<file path="src/hw/rtl/jsu_pkg.sv">
`timescale 1ns / 1ps
// ----------------------------------------------------------------------------
// jsu_pkg
// Shared types and codes for the JSON string unescape block: decoder phases,
// result kinds, character codes and the result group passed to the emitter.
// ----------------------------------------------------------------------------
package jsu_pkg;

	// Decoder phase
	typedef enum logic [1:0] {
		PH_WAIT = 2'd0,
		PH_STR  = 2'd1,
		PH_ESC  = 2'd2,
		PH_HEX  = 2'd3
	} phase_t;

	// Result kind carried on the output tuser
	typedef enum logic [2:0] {
		K_BYTE    = 3'd0,
		K_END     = 3'd1,
		K_NOQUOTE = 3'd2,
		K_UNTERM  = 3'd3,
		K_BADESC  = 3'd4,
		K_TRUNC   = 3'd5
	} kind_t;

	localparam int unsigned BYTE_W = 8;
	localparam int unsigned KIND_W = 3;
	localparam int unsigned MAX_RES = 3;
	localparam int unsigned CNT_W = 2;

	// Character codes
	localparam logic [7:0] CH_QUOTE = 8'h22;
	localparam logic [7:0] CH_BSLASH = 8'h5C;
	localparam logic [7:0] CH_SPACE = 8'h20;
	localparam logic [7:0] CH_TAB = 8'h09;
	localparam logic [7:0] CH_CR = 8'h0D;
	localparam logic [7:0] CH_LF = 8'h0A;
	localparam logic [7:0] CH_BS = 8'h08;
	localparam logic [7:0] CH_FF = 8'h0C;
	localparam logic [7:0] CH_LC_N = 8'h6E;
	localparam logic [7:0] CH_LC_R = 8'h72;
	localparam logic [7:0] CH_LC_T = 8'h74;
	localparam logic [7:0] CH_LC_B = 8'h62;
	localparam logic [7:0] CH_LC_F = 8'h66;
	localparam logic [7:0] CH_LC_U = 8'h75;

	// Up to three results caused by one source byte; kind is shared because
	// only plain bytes come in groups larger than one.
	typedef struct packed {
		logic [CNT_W-1:0]                 cnt;
		kind_t                            kind;
		logic [MAX_RES-1:0][BYTE_W-1:0]   data;
	} grp_t;

endpackage

</file>
<file path="src/hw/rtl/jsu_decode.sv">
`timescale 1ns / 1ps
// ----------------------------------------------------------------------------
// jsu_decode
// Parser state and per-byte decode: whitespace skip, quote detection, escape
// mapping, \u hex accumulation and UTF-8 encoding into a result group.
// ----------------------------------------------------------------------------
module jsu_decode (
	input  logic                clk,
	input  logic                arst_n,
	input  logic                item_valid,
	input  logic [7:0]          item_byte,
	input  logic                item_end,
	input  logic                take,
	output jsu_pkg::grp_t       grp
);
	import jsu_pkg::*;

	phase_t      phase_q, phase_d;
	logic [1:0]  hex_count_q, hex_count_d;
	logic [15:0] code_point_q, code_point_d;
	logic        hex_stopped_q, hex_stopped_d;

	logic        is_dig, is_lc, is_uc, is_hex;
	logic [3:0]  digit;
	logic [15:0] cp_new;
	logic        hs_new;
	logic [7:0]  esc_byte;

	// Classify the byte as a hex digit
	always_comb begin
		is_dig = (item_byte >= 8'h30) && (item_byte <= 8'h39);
		is_lc  = (item_byte >= 8'h61) && (item_byte <= 8'h66);
		is_uc  = (item_byte >= 8'h41) && (item_byte <= 8'h46);
		is_hex = is_dig || is_lc || is_uc;
		if (is_dig) begin
			digit = item_byte[3:0];
		end else begin
			digit = 4'(item_byte[3:0] + 4'd9);
		end
	end

	// Accumulate the code point until a non-hex byte stops it
	always_comb begin
		cp_new = code_point_q;
		hs_new = hex_stopped_q;
		if (!hex_stopped_q) begin
			if (is_hex) begin
				cp_new = {code_point_q[11:0], digit};
			end else begin
				hs_new = 1'b1;
			end
		end
	end

	// Map the byte after a backslash
	always_comb begin
		case (item_byte)
			CH_LC_N: esc_byte = CH_LF;
			CH_LC_R: esc_byte = CH_CR;
			CH_LC_T: esc_byte = CH_TAB;
			CH_LC_B: esc_byte = CH_BS;
			CH_LC_F: esc_byte = CH_FF;
			default: esc_byte = item_byte;
		endcase
	end

	// Next state and result group
	always_comb begin
		phase_d       = phase_q;
		hex_count_d   = hex_count_q;
		code_point_d  = code_point_q;
		hex_stopped_d = hex_stopped_q;
		grp           = '0;
		grp.kind      = K_BYTE;
		unique case (phase_q)
			PH_WAIT: begin
				if (item_end) begin
					grp.cnt  = 2'd1;
					grp.kind = K_NOQUOTE;
				end else if (item_byte inside {CH_SPACE, CH_TAB, CH_CR, CH_LF}) begin
					phase_d = PH_WAIT;
				end else if (item_byte == CH_QUOTE) begin
					phase_d = PH_STR;
				end else begin
					grp.cnt  = 2'd1;
					grp.kind = K_NOQUOTE;
				end
			end
			PH_STR: begin
				if (item_end) begin
					grp.cnt  = 2'd1;
					grp.kind = K_UNTERM;
					phase_d  = PH_WAIT;
				end else if (item_byte == CH_QUOTE) begin
					grp.cnt  = 2'd1;
					grp.kind = K_END;
					phase_d  = PH_WAIT;
				end else if (item_byte == CH_BSLASH) begin
					phase_d = PH_ESC;
				end else begin
					grp.cnt     = 2'd1;
					grp.data[0] = item_byte;
				end
			end
			PH_ESC: begin
				if (item_end) begin
					grp.cnt  = 2'd1;
					grp.kind = K_BADESC;
					phase_d  = PH_WAIT;
				end else if (item_byte == CH_LC_U) begin
					hex_count_d   = '0;
					code_point_d  = '0;
					hex_stopped_d = 1'b0;
					phase_d       = PH_HEX;
				end else begin
					grp.cnt     = 2'd1;
					grp.data[0] = esc_byte;
					phase_d     = PH_STR;
				end
			end
			PH_HEX: begin
				if (item_end) begin
					grp.cnt       = 2'd1;
					grp.kind      = K_TRUNC;
					hex_count_d   = '0;
					code_point_d  = '0;
					hex_stopped_d = 1'b0;
					phase_d       = PH_WAIT;
				end else if (hex_count_q == 2'd3) begin
					// Encode the finished code point as UTF-8
					if (cp_new[15:7] == '0) begin
						grp.cnt     = 2'd1;
						grp.data[0] = cp_new[7:0];
					end else if (cp_new[15:11] == '0) begin
						grp.cnt     = 2'd2;
						grp.data[0] = {3'b110, cp_new[10:6]};
						grp.data[1] = {2'b10, cp_new[5:0]};
					end else begin
						grp.cnt     = 2'd3;
						grp.data[0] = {4'b1110, cp_new[15:12]};
						grp.data[1] = {2'b10, cp_new[11:6]};
						grp.data[2] = {2'b10, cp_new[5:0]};
					end
					hex_count_d   = '0;
					code_point_d  = '0;
					hex_stopped_d = 1'b0;
					phase_d       = PH_STR;
				end else begin
					hex_count_d   = 2'(hex_count_q + 2'd1);
					code_point_d  = cp_new;
					hex_stopped_d = hs_new;
				end
			end
			default: begin
				phase_d = PH_WAIT;
			end
		endcase
	end

	// Advance the parser state when the held byte is consumed
	always_ff @(posedge clk or negedge arst_n) begin
		if (!arst_n) begin
			phase_q       <= PH_WAIT;
			hex_count_q   <= '0;
			code_point_q  <= '0;
			hex_stopped_q <= 1'b0;
		end else if (take) begin
			phase_q       <= phase_d;
			hex_count_q   <= hex_count_d;
			code_point_q  <= code_point_d;
			hex_stopped_q <= hex_stopped_d;
		end
	end

	// Hex scratch state is clear outside of a \u escape
	a_hex_clear: assert property (@(posedge clk) disable iff (!arst_n)
		(phase_q != PH_HEX) |-> (hex_count_q == 2'd0 && code_point_q == 16'd0 && !hex_stopped_q))
		else $error("hex state not cleared outside \\u escape");

	// Multi-byte groups only come from a finished \u escape
	a_multi_hex: assert property (@(posedge clk) disable iff (!arst_n)
		(item_valid && grp.cnt > 2'd1) |-> (phase_q == PH_HEX && hex_count_q == 2'd3))
		else $error("multi-byte group outside \\u escape");

	// A closing quote inside a string returns to waiting
	a_close: assert property (@(posedge clk) disable iff (!arst_n)
		(item_valid && take && !item_end && phase_q == PH_STR && item_byte == CH_QUOTE)
		|=> (phase_q == PH_WAIT))
		else $error("closing quote did not end the string");

endmodule

</file>
<file path="src/hw/rtl/jsu_emit.sv">
`timescale 1ns / 1ps
// ----------------------------------------------------------------------------
// jsu_emit
// Result register: holds one result group and hands its results out one
// transfer at a time, taking the next group as the last one leaves.
// ----------------------------------------------------------------------------
module jsu_emit (
	input  logic                clk,
	input  logic                arst_n,
	input  jsu_pkg::grp_t       grp,
	input  logic                load,
	output logic                grp_ready,
	output logic                m_tvalid,
	input  logic                m_tready,
	output logic [7:0]          m_tdata,   // [7:0] out_byte
	output logic [2:0]          m_tuser,   // [2:0] kind
	output logic                m_tlast    // last_of_run
);
	import jsu_pkg::*;

	logic [CNT_W-1:0]               cnt_q;
	logic [CNT_W-1:0]               idx_q;
	kind_t                          kind_q;
	logic [MAX_RES-1:0][BYTE_W-1:0] data_q;
	logic                           xfer;

	// Present the current result
	always_comb begin
		m_tvalid  = (cnt_q != '0);
		m_tlast   = (2'(idx_q + 2'd1) == cnt_q);
		m_tdata   = data_q[idx_q];
		m_tuser   = kind_q;
		xfer      = m_tvalid && m_tready;
		grp_ready = !m_tvalid || (xfer && m_tlast);
	end

	// Hold the group payload
	always_ff @(posedge clk) begin
		if (load && grp_ready) begin
			kind_q <= grp.kind;
			data_q <= grp.data;
		end
	end

	// Advance through the group or take the next one
	always_ff @(posedge clk or negedge arst_n) begin
		if (!arst_n) begin
			cnt_q <= '0;
			idx_q <= '0;
		end else if (load && grp_ready) begin
			cnt_q <= grp.cnt;
			idx_q <= '0;
		end else if (xfer) begin
			if (m_tlast) begin
				cnt_q <= '0;
				idx_q <= '0;
			end else begin
				idx_q <= 2'(idx_q + 2'd1);
			end
		end
	end

	// Index stays inside the held group
	a_idx_range: assert property (@(posedge clk) disable iff (!arst_n)
		m_tvalid |-> (idx_q < cnt_q))
		else $error("result index beyond group");

	// A group is not dropped after a non-final transfer
	a_keep: assert property (@(posedge clk) disable iff (!arst_n)
		(xfer && !m_tlast) |=> m_tvalid)
		else $error("group lost mid-way");

	// A loaded non-empty group shows up at the output
	a_load: assert property (@(posedge clk) disable iff (!arst_n)
		(load && grp_ready && grp.cnt != 2'd0) |=> (m_tvalid && idx_q == 2'd0))
		else $error("loaded group not presented");

endmodule

</file>
<file path="src/hw/rtl/json_string_unescape.sv">
`timescale 1ns / 1ps
// ----------------------------------------------------------------------------
// json_string_unescape
// Streaming JSON string literal decoder: source bytes in, unescaped UTF-8
// bytes and end/error markers out.
// ----------------------------------------------------------------------------
// The block takes one source byte per cycle into an input register while the
// held byte can retire, decodes it in a single combinational pass and loads the
// zero to three results it causes into a result register that feeds the master
// stream one transfer per cycle while m_tready is high. Bytes that cause no
// result (whitespace, the opening quote, a backslash, the first three \u
// digits) retire without touching the output. A byte that causes results waits
// in the input register until the result register is free, so the two or three
// bytes of a UTF-8 sequence from a \u escape hold back the next byte that causes
// results. Each result passes through the input register and the result
// register. tlast marks the final result caused by one source byte.
module json_string_unescape (
	input  logic        clk,
	input  logic        arst_n,
	input  logic        s_tvalid,
	output logic        s_tready,
	input  logic [7:0]  s_tdata,    // [7:0] byte_value
	input  logic [0:0]  s_tuser,    // [0] input_end
	output logic        m_tvalid,
	input  logic        m_tready,
	output logic [7:0]  m_tdata,    // [7:0] out_byte
	output logic [2:0]  m_tuser,    // [2:0] kind
	output logic        m_tlast     // last_of_run
);
	import jsu_pkg::*;

	logic       valid_s1;
	logic [7:0] byte_s1;
	logic       end_s1;
	grp_t       grp;
	logic       grp_ready;
	logic       adv;

	// Retire the held byte when its results fit in the result register
	always_comb begin
		adv      = valid_s1 && ((grp.cnt == '0) || grp_ready);
		s_tready = !valid_s1 || adv;
	end

	// Input register payload
	always_ff @(posedge clk) begin
		if (s_tvalid && s_tready) begin
			byte_s1 <= s_tdata;
			end_s1  <= s_tuser[0];
		end
	end

	// Input register valid
	always_ff @(posedge clk or negedge arst_n) begin
		if (!arst_n) begin
			valid_s1 <= 1'b0;
		end else if (s_tready) begin
			valid_s1 <= s_tvalid;
		end
	end

	jsu_decode u_decode (
		.clk        (clk),
		.arst_n     (arst_n),
		.item_valid (valid_s1),
		.item_byte  (byte_s1),
		.item_end   (end_s1),
		.take       (adv),
		.grp        (grp)
	);

	jsu_emit u_emit (
		.clk       (clk),
		.arst_n    (arst_n),
		.grp       (grp),
		.load      (adv && (grp.cnt != '0)),
		.grp_ready (grp_ready),
		.m_tvalid  (m_tvalid),
		.m_tready  (m_tready),
		.m_tdata   (m_tdata),
		.m_tuser   (m_tuser),
		.m_tlast   (m_tlast)
	);

endmodule

</file>
<file path="config.mk">
export PLATFORM = sky130hd
export DESIGN_NAME = json_string_unescape
export DESIGN_NICKNAME = d
export VERILOG_FILES = /design/src/hw/rtl/jsu_pkg.sv /design/src/hw/rtl/jsu_decode.sv /design/src/hw/rtl/jsu_emit.sv /design/src/hw/rtl/json_string_unescape.sv
export SDC_FILE = /design/constraint.sdc
export NUM_CORES = 1
export LEC_CHECK = 0
export BUFFER_PORTS_ARGS = -buffer_cell sky130_fd_sc_hd__buf_4
export CAP_MARGIN = 20
export CORE_UTILIZATION = 61
export CTS_CLUSTER_SIZE = 8
export DETAILED_ROUTE_END_ITERATION = 16
export GPL_ROUTABILITY_DRIVEN = 0
export GPL_TIMING_DRIVEN = 1
export PLACE_DENSITY = 0.8
export SLEW_MARGIN = 25
export SYNTH_ARGS = -nofsm -noshare
export SYNTH_HDL_FRONTEND = slang
export SYNTH_SLANG_ARGS = --single-unit
</file>
<file path="constraint.sdc">
create_clock -name clk -period 4.3 [get_ports clk]
set_input_delay 0.215 -clock clk [delete_from_list [all_inputs] [get_ports clk]]
set_output_delay 0.215 -clock clk [all_outputs]
set_load 0.005 [all_outputs]
</file>
==> results.sh <==
export IMPL_outcome="complete, no violations"
export IMPL_gr_usage_met3=0.0674
export IMPL_dieArea_sq_um=6530
export IMPL_drv_slew=0
export IMPL_path_max_fanout=7
export IMPL_cap_violations=0
export IMPL_n_antenna_cell=0
export IMPL_path_class="reg -> out"
export IMPL_cts_max_level=3
export IMPL_drt_iter0_markers=315
export IMPL_final_cell_mix="nand2_1, edfxtp_1, o21ai_0"
export IMPL_layout_commonest_cell="nand2_1"
export IMPL_end_kind="output port"
export IMPL_hold_path_depth=1
export IMPL_synth_top_flop_cell="edfxtp_1"
export IMPL_regArea_sq_um=1670
export IMPL_grt_pass1_wl_um=15000
export IMPL_cts_buffer_depth=2
export IMPL_via_count=3286
export IMPL_dp_hpwl_um=6520
export IMPL_p_total_mw=2.68
export IMPL_synth_edf_count=34
export IMPL_final_hold_viol_count=0
export IMPL_die_w_um=80.8
export IMPL_routedWlPerCell_um=18.7
export IMPL_arrival_ns=3.09
export IMPL_ys_seq_area_frac=0.442
export IMPL_fill_cells=426
export IMPL_slowest_delay_ns=0.54
export IMPL_core_area_sq_um=5960
export IMPL_rsz0062_at_grt="false"
export IMPL_port_buffers=26
export IMPL_tritoncts="yes"
export IMPL_syn_area_sq_um=3790
export IMPL_setup_violations=0
export IMPL_clock_fmax_mhz=303
export IMPL_peakVddDrop_v=0.000396
export IMPL_dr_pass1_iters=5
export IMPL_slew_limit_headroom=0.410
export IMPL_grt_max_degree=28
export IMPL_cp_start_kind="flip-flop"
export IMPL_period_needed_ns=3.30
export IMPL_fin_cells=492
export IMPL_synth_cells=396
export IMPL_cts_made_buffers=9
export IMPL_place_area_sq_um=3980
export IMPL_grt_pass1_vias=2954
export IMPL_start_util=0.636
export IMPL_reg2reg_depth=8
export IMPL_multi_input_area_sq_um=1970
export IMPL_place_inst=475
export IMPL_cellPowerDensity_nw_per_um2=636
export IMPL_cts_setup_buffers=0
export IMPL_antenna_left=0
export IMPL_grt_antenna_before_repair=0
export IMPL_cts_clk_slew_worst_paths_ns=0.07
export IMPL_final_area_sq_um=4210
export IMPL_critPathSlowestCell="a2111oi_0"
export IMPL_met1_usage=0.425
export IMPL_vias_per_cell=6.68
export IMPL_yosysUniqueCellTypes=71
export IMPL_synth_area_per_cell_sq_um=9.56
export IMPL_clock_root_buffer="clkbuf_8"
export IMPL_nNetsFinal=431
export IMPL_area_delta_synth_final_pct=11.2
export IMPL_busiest_layer="met2"
export IMPL_clock_skew_ns=0.00693
export IMPL_p_leak_nw=1.62
export IMPL_synth_seq_cells=60
export IMPL_grt_overflow_total=0
export IMPL_route_detailed_drc=0
export IMPL_async_flop_share=0.433
export IMPL_io_pins=27
export IMPL_grt_use_met2=0.486
export IMPL_setup_tns_ns=0
export IMPL_die_y_um=80.8
export IMPL_crit_chain="inv_1 > ha_1 > nor2b_1 > o211ai_1 > a21oi_1 > o21a_1 > a2111oi_0 > inv_1 > buf_4"
export IMPL_wirelength_um=9210
export IMPL_row_count=28
export IMPL_worst_pin_slew_ns=0.884
export IMPL_cts_resized=0
export IMPL_synth_nets=415
export IMPL_clock_latency_ns=0.35
export IMPL_worst_slack_ns=0.996
export IMPL_required_ns=4.09
export IMPL_yosys_warnings=0
export IMPL_drive_gt1_frac=0.156
export IMPL_cpMostUsedCell="inv_1"
export IMPL_gr_usage_all_layers=0.310
export IMPL_place_worst_setup_slack_ns=1.16
export IMPL_clock_sinks=60
export IMPL_finalCritPeriodShare=0.768
export IMPL_hp_class="in -> reg"
## final timing paths
check / startpoint / end / slack (ns)
max in group asynchronous: arst_n / u_decode.hex_stopped_q$_DFFE_PN0P_ / 3.72
worst max-delay path: byte_s1[0]$_DFFE_PP_ / s_tready / 1.0
min in group asynchronous: arst_n / u_emit.idx_q[0]$_DFFE_PN0P_ / 0.31
worst min-delay path: s_tdata[1] / byte_s1[1]$_DFFE_PP_ / 0.03
worst max register to register: byte_s1[0]$_DFFE_PP_ / byte_s1[3]$_DFFE_PP_ / 1.06
worst min register to register: u_decode.hex_count_q[0]$_DFFE_PN0P_ / u_decode.hex_count_q[0]$_DFFE_PN0P_ / 0.51
## Yosys cell counts, drive strengths merged (2+ instances only)
| library cell | instances | share of area |
|---|---|---|
| nor4 | 3 | 0.0050 |
| o22a | 2 | 0.0046 |
| a211oi | 7 | 0.017 |
| a31oi | 8 | 0.015 |
| buf | 10 | 0.017 |
| nor2b | 10 | 0.017 |
| nor3b | 6 | 0.015 |
| a211o | 4 | 0.0093 |
| or3b | 4 | 0.0093 |
| a311oi | 4 | 0.011 |
| or2 | 4 | 0.0066 |
| nand3 | 11 | 0.015 |
| o211ai | 6 | 0.012 |
| nor3 | 9 | 0.012 |
| o31ai | 8 | 0.016 |
| nor2 | 17 | 0.020 |
| nand4bb | 2 | 0.010 |
| dfrtp | 26 | 0.17 |
| nand2 | 58 | 0.058 |
| mux2i | 15 | 0.043 |
| a21oi | 19 | 0.025 |
| o21a | 9 | 0.018 |
| clkbuf | 15 | 0.015 |
| nand2b | 8 | 0.013 |
| ha | 6 | 0.020 |
| a2111oi | 3 | 0.0069 |
| and3 | 5 | 0.0083 |
| nand4b | 3 | 0.0069 |
| a22oi | 7 | 0.014 |
| o22ai | 2 | 0.0033 |
| edfxtp | 34 | 0.27 |
| inv | 9 | 0.0089 |
| and2 | 2 | 0.0033 |
| o21ai | 34 | 0.045 |
| a21boi | 3 | 0.0059 |
| or3 | 2 | 0.0033 |
| or4 | 2 | 0.0040 |
| o41ai | 2 | 0.0066 |
| and4b | 2 | 0.0053 |
## metal layers
metal  wire (um)  up-vias  part of all wire
met5           0        -                 0
met4         212        0             0.023
met3         626       25             0.068
met2        4300      160              0.47
met1        4080     1574              0.44
li1            -     1527                 -
## metrics by stage
step / utilization / hold WS [ns]
floorplan: - / -0.0806
global placement: 0.668 / 0.144
detailed placement: 0.668 / 0.149
CTS: 0.706 / 0.0347
global route: 0.707 / 0.0281
finish: 0.707 / 0.0342
## sequential cells by signal, indices dropped and copies added, names as in the netlist
name	cells
byte_s1	8
end_s1	1
u_decode.code_point_q	16
u_decode.hex_count_q	2
u_decode.hex_stopped_q	1
u_decode.phase_q	2
u_emit.cnt_q	2
u_emit.data_q	22
u_emit.idx_q	2
u_emit.m_tuser	3
valid_s1	1
## critical path, delay by kind of cell, from the launching register on
| family | cells | cell delay (ns) |
|---|---|---|
| buf+inv | 3 | 0.39 |
| fa+ha+maj | 1 | 0.31 |
| compound gates | 4 | 1.36 |
| flops | 1 | 0.46 |
| simple gates | 1 | 0.21 |
## cell type report
class,count,area share
multi-input cells,302,0.467
flip-flops and latches,60,0.397
repair buffers,30,0.0541
clock buffers,9,0.0294
well taps,75,0.0223
clock inverters,7,0.0217
inverters,9,0.00802
## power by group
part           total, mW  switching, mW  internal [mW]  leakage, nW
Sequential          1.12          0.265          0.854        0.662
Clock              0.555          0.232          0.323        0.109
Combinational       1.00          0.564          0.438        0.850
Total               2.68           1.06           1.62         1.62
## logic make-up (layout without fill, tap and decap cells)
logic type,after synthesis,count (layout),share of synthesized area
buffers and inverters,34,55,0.0410
AO/OA/AOI/OAI,127,127,0.230
AND/OR/NAND/NOR,153,153,0.222
adder cells (fa/ha/maj),6,6,0.0198
flip-flops,60,60,0.442
XOR/XNOR,1,1,0.00231
multiplexers,15,15,0.0430
## repair_timing
action	CTS	global route
hold endpoints to repair	26	0
endpoints found under the setup margin	0	0
hold buffers	1	0
Power figures use the tool's default switching activity.
